**src/hdl/sha1_pkg.sv**
```systemverilog
// sha-1 engine shared types, constants and helper functions
`default_nettype none
package sha1_pkg;

  typedef struct packed {
    logic [7:0] data_byte;
    logic       byte_valid;
    logic       end_of_message;
  } item_t;

  typedef struct packed {
    logic  avail;
    item_t item;
  } fq_t;

  localparam int ROUNDS = 80;
  localparam logic [6:0] LAST_ROUND = 7'(ROUNDS - 1);
  localparam logic [2:0] LAST_IDX = 3'd4;
  localparam logic [7:0] PAD_BYTE = 8'h80;

  localparam logic [31:0] H_INIT [5] = '{
    32'h67452301, 32'hefcdab89, 32'h98badcfe, 32'h10325476, 32'hc3d2e1f0
  };

  localparam logic [31:0] K0 = 32'h5a827999;
  localparam logic [31:0] K1 = 32'h6ed9eba1;
  localparam logic [31:0] K2 = 32'h8f1bbcdc;
  localparam logic [31:0] K3 = 32'hca62c1d6;

  // merge one byte into the word being built, first byte of a word clears it
  function automatic logic [31:0] put_byte(input logic [31:0] cur,
                                           input logic [1:0] pos,
                                           input logic [7:0] b);
    logic [31:0] r;
    case (pos)
      2'd0:    r = {b, 24'h000000};
      2'd1:    r = cur | {8'h00, b, 16'h0000};
      2'd2:    r = cur | {16'h0000, b, 8'h00};
      2'd3:    r = cur | {24'h000000, b};
      default: r = cur;
    endcase
    return r;
  endfunction

endpackage
`default_nettype wire

```
**src/hdl/sha1_hash_engine.sv**
```systemverilog
// sha-1 hash engine top level
//
//   channel   direction  handshake        payload
//   request   in         push / full      data_byte, byte_valid, end_of_message
//   digest    out        pop / empty      digest_word, word_index, last_word
//
// a byte request is taken while the back end is idle; the 64th byte of a block
// then runs 80 rounds of one shared round unit plus the chaining add.
// an end mark adds one padded block, or two when 56 or more bytes are pending.
// the digest sits in its own register, so bytes of the next message keep
// flowing until the next digest is ready while five words still wait.
// rst is synchronous and clears the queue, state and chaining words.
`default_nettype none
module sha1_hash_engine
  import sha1_pkg::*;
#(
  parameter int QUEUE_DEPTH = 4
) (
  input  wire logic        clk,
  input  wire logic        rst,
  input  wire logic        push,
  output logic             full,
  input  wire logic [7:0]  data_byte,
  input  wire logic        byte_valid,
  input  wire logic        end_of_message,
  output logic             empty,
  input  wire logic        pop,
  output logic [31:0]      digest_word,
  output logic [2:0]       word_index,
  output logic             last_word
);

  item_t in_item;
  fq_t   q;
  logic  q_pop;

  assign in_item.data_byte      = data_byte;
  assign in_item.byte_valid     = byte_valid;
  assign in_item.end_of_message = end_of_message;

  sha1_front #(
    .DEPTH(QUEUE_DEPTH)
  ) u_front (
    .clk(clk),
    .rst(rst),
    .push(push),
    .full(full),
    .in_item(in_item),
    .q(q),
    .q_pop(q_pop)
  );

  sha1_back u_back (
    .clk(clk),
    .rst(rst),
    .q(q),
    .q_pop(q_pop),
    .empty(empty),
    .pop(pop),
    .digest_word(digest_word),
    .word_index(word_index),
    .last_word(last_word)
  );

  a_index_range: assert property (@(posedge clk) disable iff (rst)
    !empty |-> (word_index <= LAST_IDX))
    else $error("digest word index out of range");

  a_last_flag: assert property (@(posedge clk) disable iff (rst)
    !empty |-> (last_word == (word_index == LAST_IDX)))
    else $error("last word flag does not match index");

  a_index_step: assert property (@(posedge clk) disable iff (rst)
    (!empty && pop && !last_word) |=>
      (!empty && word_index == $past(word_index) + 3'd1))
    else $error("digest words not delivered in order");

  a_restart: assert property (@(posedge clk) disable iff (rst)
    (!empty && pop && last_word) |=> (empty || word_index == 3'd0))
    else $error("new digest does not start at word zero");

endmodule
`default_nettype wire

```
**src/hdl/sha1_front.sv**
```systemverilog
// input queue: accepts requests and drops those that carry neither byte nor end mark
`default_nettype none
module sha1_front
  import sha1_pkg::*;
#(
  parameter int DEPTH = 4
) (
  input  wire logic clk,
  input  wire logic rst,
  input  wire logic push,
  output logic      full,
  input  wire item_t in_item,
  output fq_t       q,
  input  wire logic q_pop
);

  localparam int AW = (DEPTH > 1) ? $clog2(DEPTH) : 1;
  localparam int CW = $clog2(DEPTH + 1);
  localparam logic [AW-1:0] PTR_LAST = AW'(DEPTH - 1);
  localparam logic [CW-1:0] CNT_FULL = CW'(DEPTH);

  item_t         mem [DEPTH];
  logic [AW-1:0] rd_ptr;
  logic [AW-1:0] wr_ptr;
  logic [CW-1:0] count;
  logic          store;
  logic          take;

  assign full  = (count == CNT_FULL);
  assign store = push && !full && (in_item.byte_valid || in_item.end_of_message);
  assign take  = q_pop && (count != '0);

  assign q.avail = (count != '0);
  assign q.item  = mem[rd_ptr];

  always_ff @(posedge clk) begin
    if (rst) begin
      rd_ptr <= '0;
      wr_ptr <= '0;
      count  <= '0;
    end else begin
      if (store) begin
        wr_ptr <= (wr_ptr == PTR_LAST) ? '0 : wr_ptr + 1'b1;
      end
      if (take) begin
        rd_ptr <= (rd_ptr == PTR_LAST) ? '0 : rd_ptr + 1'b1;
      end
      if (store && !take) begin
        count <= count + 1'b1;
      end else if (take && !store) begin
        count <= count - 1'b1;
      end
    end
  end

  always_ff @(posedge clk) begin
    if (store) begin
      mem[wr_ptr] <= in_item;
    end
  end

endmodule
`default_nettype wire

```
**src/hdl/sha1_back.sv**
```systemverilog
// block packing, padding, 80-round compression and digest output register
`default_nettype none
module sha1_back
  import sha1_pkg::*;
(
  input  wire logic  clk,
  input  wire logic  rst,
  input  wire fq_t   q,
  output logic       q_pop,
  output logic       empty,
  input  wire logic  pop,
  output logic [31:0] digest_word,
  output logic [2:0]  word_index,
  output logic        last_word
);

  localparam logic [2:0] S_IDLE = 3'd0;
  localparam logic [2:0] S_PAD  = 3'd1;
  localparam logic [2:0] S_PAD2 = 3'd2;
  localparam logic [2:0] S_COMP = 3'd3;
  localparam logic [2:0] S_ADD  = 3'd4;
  localparam logic [2:0] S_DONE = 3'd5;

  localparam logic [1:0] AFT_BYTE  = 2'd0;
  localparam logic [1:0] AFT_EXTRA = 2'd1;
  localparam logic [1:0] AFT_LAST  = 2'd2;

  logic [2:0]  state;
  logic [1:0]  after;
  logic        fin;
  logic [5:0]  fill;
  logic [63:0] bit_length;
  logic [31:0] h [5];
  logic [6:0]  rnd;
  logic        out_busy;
  logic [2:0]  cnt;

  logic [31:0] w [16];
  logic [31:0] cur;
  logic [31:0] a, b, c, d, e;
  logic [31:0] dig [5];

  logic [7:0]  pb_byte;
  logic [31:0] pb;
  logic [5:0]  fill_inc;
  logic [4:0]  first_free;
  logic [31:0] f, k, tmp, wnew, wx;

  assign q_pop = (state == S_IDLE) && q.avail;

  assign pb_byte  = (state == S_PAD) ? PAD_BYTE : q.item.data_byte;
  assign pb       = put_byte(cur, fill[1:0], pb_byte);
  assign fill_inc = fill + 6'd1;
  assign first_free = (fill_inc == '0) ? 5'd16 : 5'((7'(fill_inc) + 7'd3) >> 2);

  always_comb begin
    if (rnd < 7'd20) begin
      f = ((c ^ d) & b) ^ d;
      k = K0;
    end else if (rnd < 7'd40) begin
      f = b ^ c ^ d;
      k = K1;
    end else if (rnd < 7'd60) begin
      f = (b & c) | ((b | c) & d);
      k = K2;
    end else begin
      f = b ^ c ^ d;
      k = K3;
    end
  end

  assign tmp  = {a[26:0], a[31:27]} + f + e + k + w[0];
  assign wx   = w[13] ^ w[8] ^ w[2] ^ w[0];
  assign wnew = {wx[30:0], wx[31]};

  assign empty       = !out_busy;
  assign digest_word = dig[0];
  assign word_index  = cnt;
  assign last_word   = (cnt == LAST_IDX);

  always_ff @(posedge clk) begin
    if (rst) begin
      state      <= S_IDLE;
      after      <= AFT_BYTE;
      fin        <= 1'b0;
      fill       <= '0;
      bit_length <= '0;
      rnd        <= '0;
      out_busy   <= 1'b0;
      cnt        <= '0;
      for (int i = 0; i < 5; i++) begin
        h[i] <= H_INIT[i];
      end
    end else begin
      if (state != S_COMP) begin
        rnd <= '0;
      end
      case (state)
        S_IDLE: begin
          if (q.avail) begin
            fin <= q.item.end_of_message;
            if (q.item.byte_valid) begin
              bit_length <= bit_length + 64'd8;
              fill       <= fill_inc;
            end
            if (q.item.byte_valid && fill == 6'd63) begin
              after <= AFT_BYTE;
              state <= S_COMP;
            end else if (q.item.end_of_message) begin
              state <= S_PAD;
            end
          end
        end
        S_PAD: begin
          fill  <= fill_inc;
          fin   <= 1'b0;
          after <= (fill >= 6'd56) ? AFT_EXTRA : AFT_LAST;
          state <= S_COMP;
        end
        S_PAD2: begin
          after <= AFT_LAST;
          state <= S_COMP;
        end
        S_COMP: begin
          rnd <= rnd + 7'd1;
          if (rnd == LAST_ROUND) begin
            state <= S_ADD;
          end
        end
        S_ADD: begin
          h[0] <= h[0] + a;
          h[1] <= h[1] + b;
          h[2] <= h[2] + c;
          h[3] <= h[3] + d;
          h[4] <= h[4] + e;
          case (after)
            AFT_BYTE:  state <= fin ? S_PAD : S_IDLE;
            AFT_EXTRA: state <= S_PAD2;
            AFT_LAST:  state <= S_DONE;
            default:   state <= S_IDLE;
          endcase
        end
        S_DONE: begin
          if (!out_busy) begin
            for (int i = 0; i < 5; i++) begin
              h[i] <= H_INIT[i];
            end
            fill       <= '0;
            bit_length <= '0;
            out_busy   <= 1'b1;
            cnt        <= '0;
            state      <= S_IDLE;
          end
        end
        default: state <= S_IDLE;
      endcase
      if (out_busy && pop) begin
        if (cnt == LAST_IDX) begin
          out_busy <= 1'b0;
        end else begin
          cnt <= cnt + 3'd1;
        end
      end
    end
  end

  always_ff @(posedge clk) begin
    if (state != S_COMP) begin
      a <= h[0];
      b <= h[1];
      c <= h[2];
      d <= h[3];
      e <= h[4];
    end else begin
      a <= tmp;
      b <= a;
      c <= {b[1:0], b[31:2]};
      d <= c;
      e <= d;
    end
    case (state)
      S_IDLE: begin
        if (q.avail && q.item.byte_valid) begin
          cur           <= pb;
          w[fill[5:2]] <= pb;
        end
      end
      S_PAD: begin
        for (int i = 0; i < 16; i++) begin
          if (5'(i) >= first_free && (i < 14 || fill >= 6'd56)) begin
            w[i] <= '0;
          end
        end
        w[fill[5:2]] <= pb;
        if (fill < 6'd56) begin
          w[14] <= bit_length[63:32];
          w[15] <= bit_length[31:0];
        end
      end
      S_PAD2: begin
        for (int i = 0; i < 14; i++) begin
          w[i] <= '0;
        end
        w[14] <= bit_length[63:32];
        w[15] <= bit_length[31:0];
      end
      S_COMP: begin
        for (int i = 0; i < 15; i++) begin
          w[i] <= w[i+1];
        end
        w[15] <= wnew;
      end
      S_DONE: begin
        if (!out_busy) begin
          for (int i = 0; i < 5; i++) begin
            dig[i] <= h[i];
          end
        end
      end
      default: begin
      end
    endcase
    if (out_busy && pop) begin
      for (int i = 0; i < 4; i++) begin
        dig[i] <= dig[i+1];
      end
    end
  end

endmodule
`default_nettype wire

```
**config.mk**
```make
export PLATFORM = sky130hd
export DESIGN_NAME = sha1_hash_engine
export DESIGN_NICKNAME = d
export VERILOG_FILES = /design/src/hdl/sha1_pkg.sv /design/src/hdl/sha1_hash_engine.sv /design/src/hdl/sha1_front.sv /design/src/hdl/sha1_back.sv
export SDC_FILE = /design/constraint.sdc
export NUM_CORES = 2
export LEC_CHECK = 0
export BUFFER_PORTS_ARGS = -buffer_cell sky130_fd_sc_hd__buf_4
export CAP_MARGIN = 5
export CELL_PAD_IN_SITES_DETAIL_PLACEMENT = 2
export CELL_PAD_IN_SITES_GLOBAL_PLACEMENT = 2
export CORE_MARGIN = 1
export CORE_UTILIZATION = 39
export CTS_CLUSTER_DIAMETER = 30
export DETAILED_ROUTE_END_ITERATION = 8
export PLACE_DENSITY_LB_ADDON = 0.1
export SLEW_MARGIN = 10
export SYNTH_ARGS = -nofsm -noshare
export SYNTH_HDL_FRONTEND = slang
export SYNTH_SLANG_ARGS = --single-unit
```
**constraint.sdc**
```tcl
create_clock -name clk -period 5.9 [get_ports clk]
set_input_delay 0.59 -clock clk [delete_from_list [all_inputs] [get_ports clk]]
set_output_delay 0.59 -clock clk [all_outputs]
set_load 0.005 [all_outputs]
```
==> out/metrics.yaml <==
clock_network:
  clock_latency_ps: 910
  clockBufferDepth: 4
  numCtsBuffers: 333
  htree_num_levels: 5
  clk_pin_slew_ps: 40
  root_buffer: "clkbuf_16"
  cts_tree: "done"
  cts_post_setup_buffers_inserted: 0
  cts_num_sinks: 1157
timing:
  slew_headroom_pct: 22.52
  post-route-period-util_pct: 95.67
  fin_skew_ps: 65.03
  max_clock_freq_ghz: 0.1772
  hold_slack_ps: 135.0
  fin_ws_ps: 255.4
  fin_tns_setup_ps: 0
  tightest_slew_ps: 1162
  fin_crit_ps: 5645
  hold_violations: 0
  setup_viol: 0
  maxSlewViolCount: 0
worst_setup_path:
  crit_chain: "buf_4 -> o21a_1 -> nor3_4 -> inv_1 -> nand2_2 -> buf_12 -> buf_8 -> o221a_2 -> fa_1 -> fa_1 -> inv_1 -> fa_1 -> inv_1 -> ha_1 -> o21a_1 -> a211o_1 -> a31o_2 -> a22o_1 -> or3_1 -> a31oi_2 -> xnor2_1 -> o21ai_0"
  cp_max_fo: 16
  slowest_delay_ps: 560
  path_class: "reg2reg"
  crit_family: "adder cells"
  required_ps: 6590
  cp.arrival_ps: 6330
  cp.buffers_inverters: 6
  crit_path_end_kind: "register"
  critPathLaunchType: "register"
  worst_path_max_delay_cell: "fa_1"
synthesis:
  syn_area_um2: 60380
  ys_top_cells_by_area: "edfxtp_1 43%, dfxtp_1 9.4%, nand2_1 7.2%"
  synth_edf_count: 872
  ys_warn_count: 0
  yosys.cell_types.count: 82
  synth_area_leader_cell: "edfxtp_1"
  seq_area_frac_synth_pct: 52.81
  syn-mean-instance-area_um2: 10.60
  synth_cells: 5697
  yosys.area.top_type_share_pct: 43.36
  synth_most_common_cell: "nand2_1"
  ys.flop_type: "edfxtp_1"
  async_flop_share_pct: 0
  synth_seq_cells: 1157
  synth_nets: 6044
  synthTopCellsByCount: "1162 x nand2_1, 872 x edfxtp_1, 372 x nor2_1, 303 x a22o_1, 285 x dfxtp_1"
global_route:
  grt_max_degree: 155
  grt_pass1_vias: 53138
  grt_usage_pct: 30.96
  antenna_found_initial: 1
  grt_pass1_wl_um: 360400
  grt_overflow: 0
route:
  antenna_left: 0
  vias: 48141
  wl_per_cell_um: 29.67
  routed_wl_um: 243800
  vias_per_cell: 5.859
  post-route-drc-count: 0
  firstDrtPassIters: 5
  drt_iter0_drc: 3127
final_layout:
  drive_gt1_share_pct: 13.70
  stdcell_count: 8217
  area_growth_syn_to_layout_pct: 24.63
  fin_nets: 6257
die:
  rows: 144
  fp.coreArea_um2: 153900
  die-area_um2: 156400
  start_util_pct: 39.24
  ios: 52
  die_h_um: 395.5
  fp.dieW_um: 395.5
power_and_ir_drop:
  total_leakage_power_nw: 30.20
  max-vdd-ir-drop_mv: 0.6750
  power_density_nw_per_um2: 753.0
placement:
  hpwl_um: 159300
  dp.cells: 7609
  dp_slack_ps: -204.0
  gp_congestion: 0.8777
  io_buffers: 51
worst_hold_path:
  hp-class: "in2reg"
job:
  drv_cap: 0
outcome:
  status: "finished, final reports clean"
## cell families (layout without fill, tap and decap cells)
group | after synthesis | after routing | synth area share [%]
buffers and inverters | 585 | 1058 | 3.949
other | 0 | 3 | 0
muxes | 60 | 60 | 1.206
DFF | 1157 | 1157 | 52.81
and+or+nand+nor | 1922 | 1922 | 13.44
AOI/OAI and AO/OA | 1311 | 1311 | 15.32
xor gates and xnor gates | 329 | 329 | 4.822
adders and majority gates | 333 | 333 | 8.454
## through the flow
stage               total power [mW]  utilization, %  cell area, um^2
floorplan                      28.18               -            60400
global placement               36.47           41.34            63600
detailed placement             37.30           41.34            63600
CTS                            56.65           48.85            75160
global route                   59.18           48.91            75250
finish                         56.67           48.91            75260
## cell usage in the layout, fill, tap and decap left out, drive strengths merged, types with 23 or more instances in the layout
master | synthesis | routed
a22oi | 100 | 100
buf | 86 | 207
nor2 | 372 | 372
a22o | 303 | 303
dfxtp | 285 | 285
a211oi | 34 | 34
a31oi | 35 | 35
nor2b | 25 | 25
bufinv | 0 | 53
o2111ai | 27 | 27
and2 | 38 | 38
ha | 208 | 208
nand3 | 76 | 76
a32o | 27 | 27
nand2b | 32 | 32
clkinv | 18 | 111
nand4 | 36 | 36
a21o | 99 | 99
inv | 228 | 235
o21bai | 25 | 25
nor3 | 60 | 60
fa | 125 | 125
clkbuf | 253 | 425
a21oi | 276 | 276
xnor2 | 142 | 142
o221a | 23 | 23
o21ai | 226 | 226
nand2 | 1162 | 1162
or3 | 28 | 28
and3 | 39 | 39
o21a | 23 | 23
xor2 | 187 | 187
edfxtp | 872 | 872
mux2i | 48 | 48
## power breakdown
part | internal, mW | switching, mW
Clock | 13.2 | 5.38
Sequential | 12.7 | 1.92
Combinational | 7.89 | 15.6
Total | 33.8 | 22.9
## layer usage
metal  track usage (%)  part of all wire [%]
met5                 0                     0
met4             13.31                   4.2
met3             4.783                   4.5
met2             53.42                    50
met1             38.23                    41
## sequential cells by signal, summed over array words and instances, names as in the netlist, 40 cells and up, named ones only
| register | count |
|---|---|
| u_back.w | 512 |
| u_back.dig | 160 |
| u_back.h | 160 |
| u_back.bit_length | 61 |
| u_front.mem | 40 |
## final cells by class
type | count | area [um^2]
repair buffers | 217 | 1869
flip-flops and latches | 1157 | 31890
multi-input cells | 3955 | 26560
inverters | 246 | 923.4
clock inverters | 170 | 2226
diodes | 3 | 7.507
well taps | 2044 | 2557
fillers | 15352 | 78610
clock buffers | 425 | 9223
## timing repair
item / in CTS / in global routing
hold buffers: 10 / 0
endpoints found under the setup margin: 9 / 11
gates resized for setup: 5 / 19
endpoints found under the hold margin: 40 / 0
## worst min-delay path: cells and delay by family
| kind | cells | cell delay (ps) |
|---|---|---|
| AOI/OAI and AO/OA | 1 | 70 |
| buffers and inverters | 1 | 140 |
| and+or+nand+nor | 2 | 170 |
## worst paths after layout
kind         depth (start not counted)               to  slack (ps)          start
max                                 22     u_back.a[29]         260  u_back.rnd[4]
min                                  4  u_back.out_busy         140            pop
max reg2reg                         22     u_back.a[29]         260  u_back.rnd[4]
min reg2reg                          1    u_back.rnd[0]         480  u_back.rnd[0]
No activity file was read; power rests on OpenSTA's default activity.
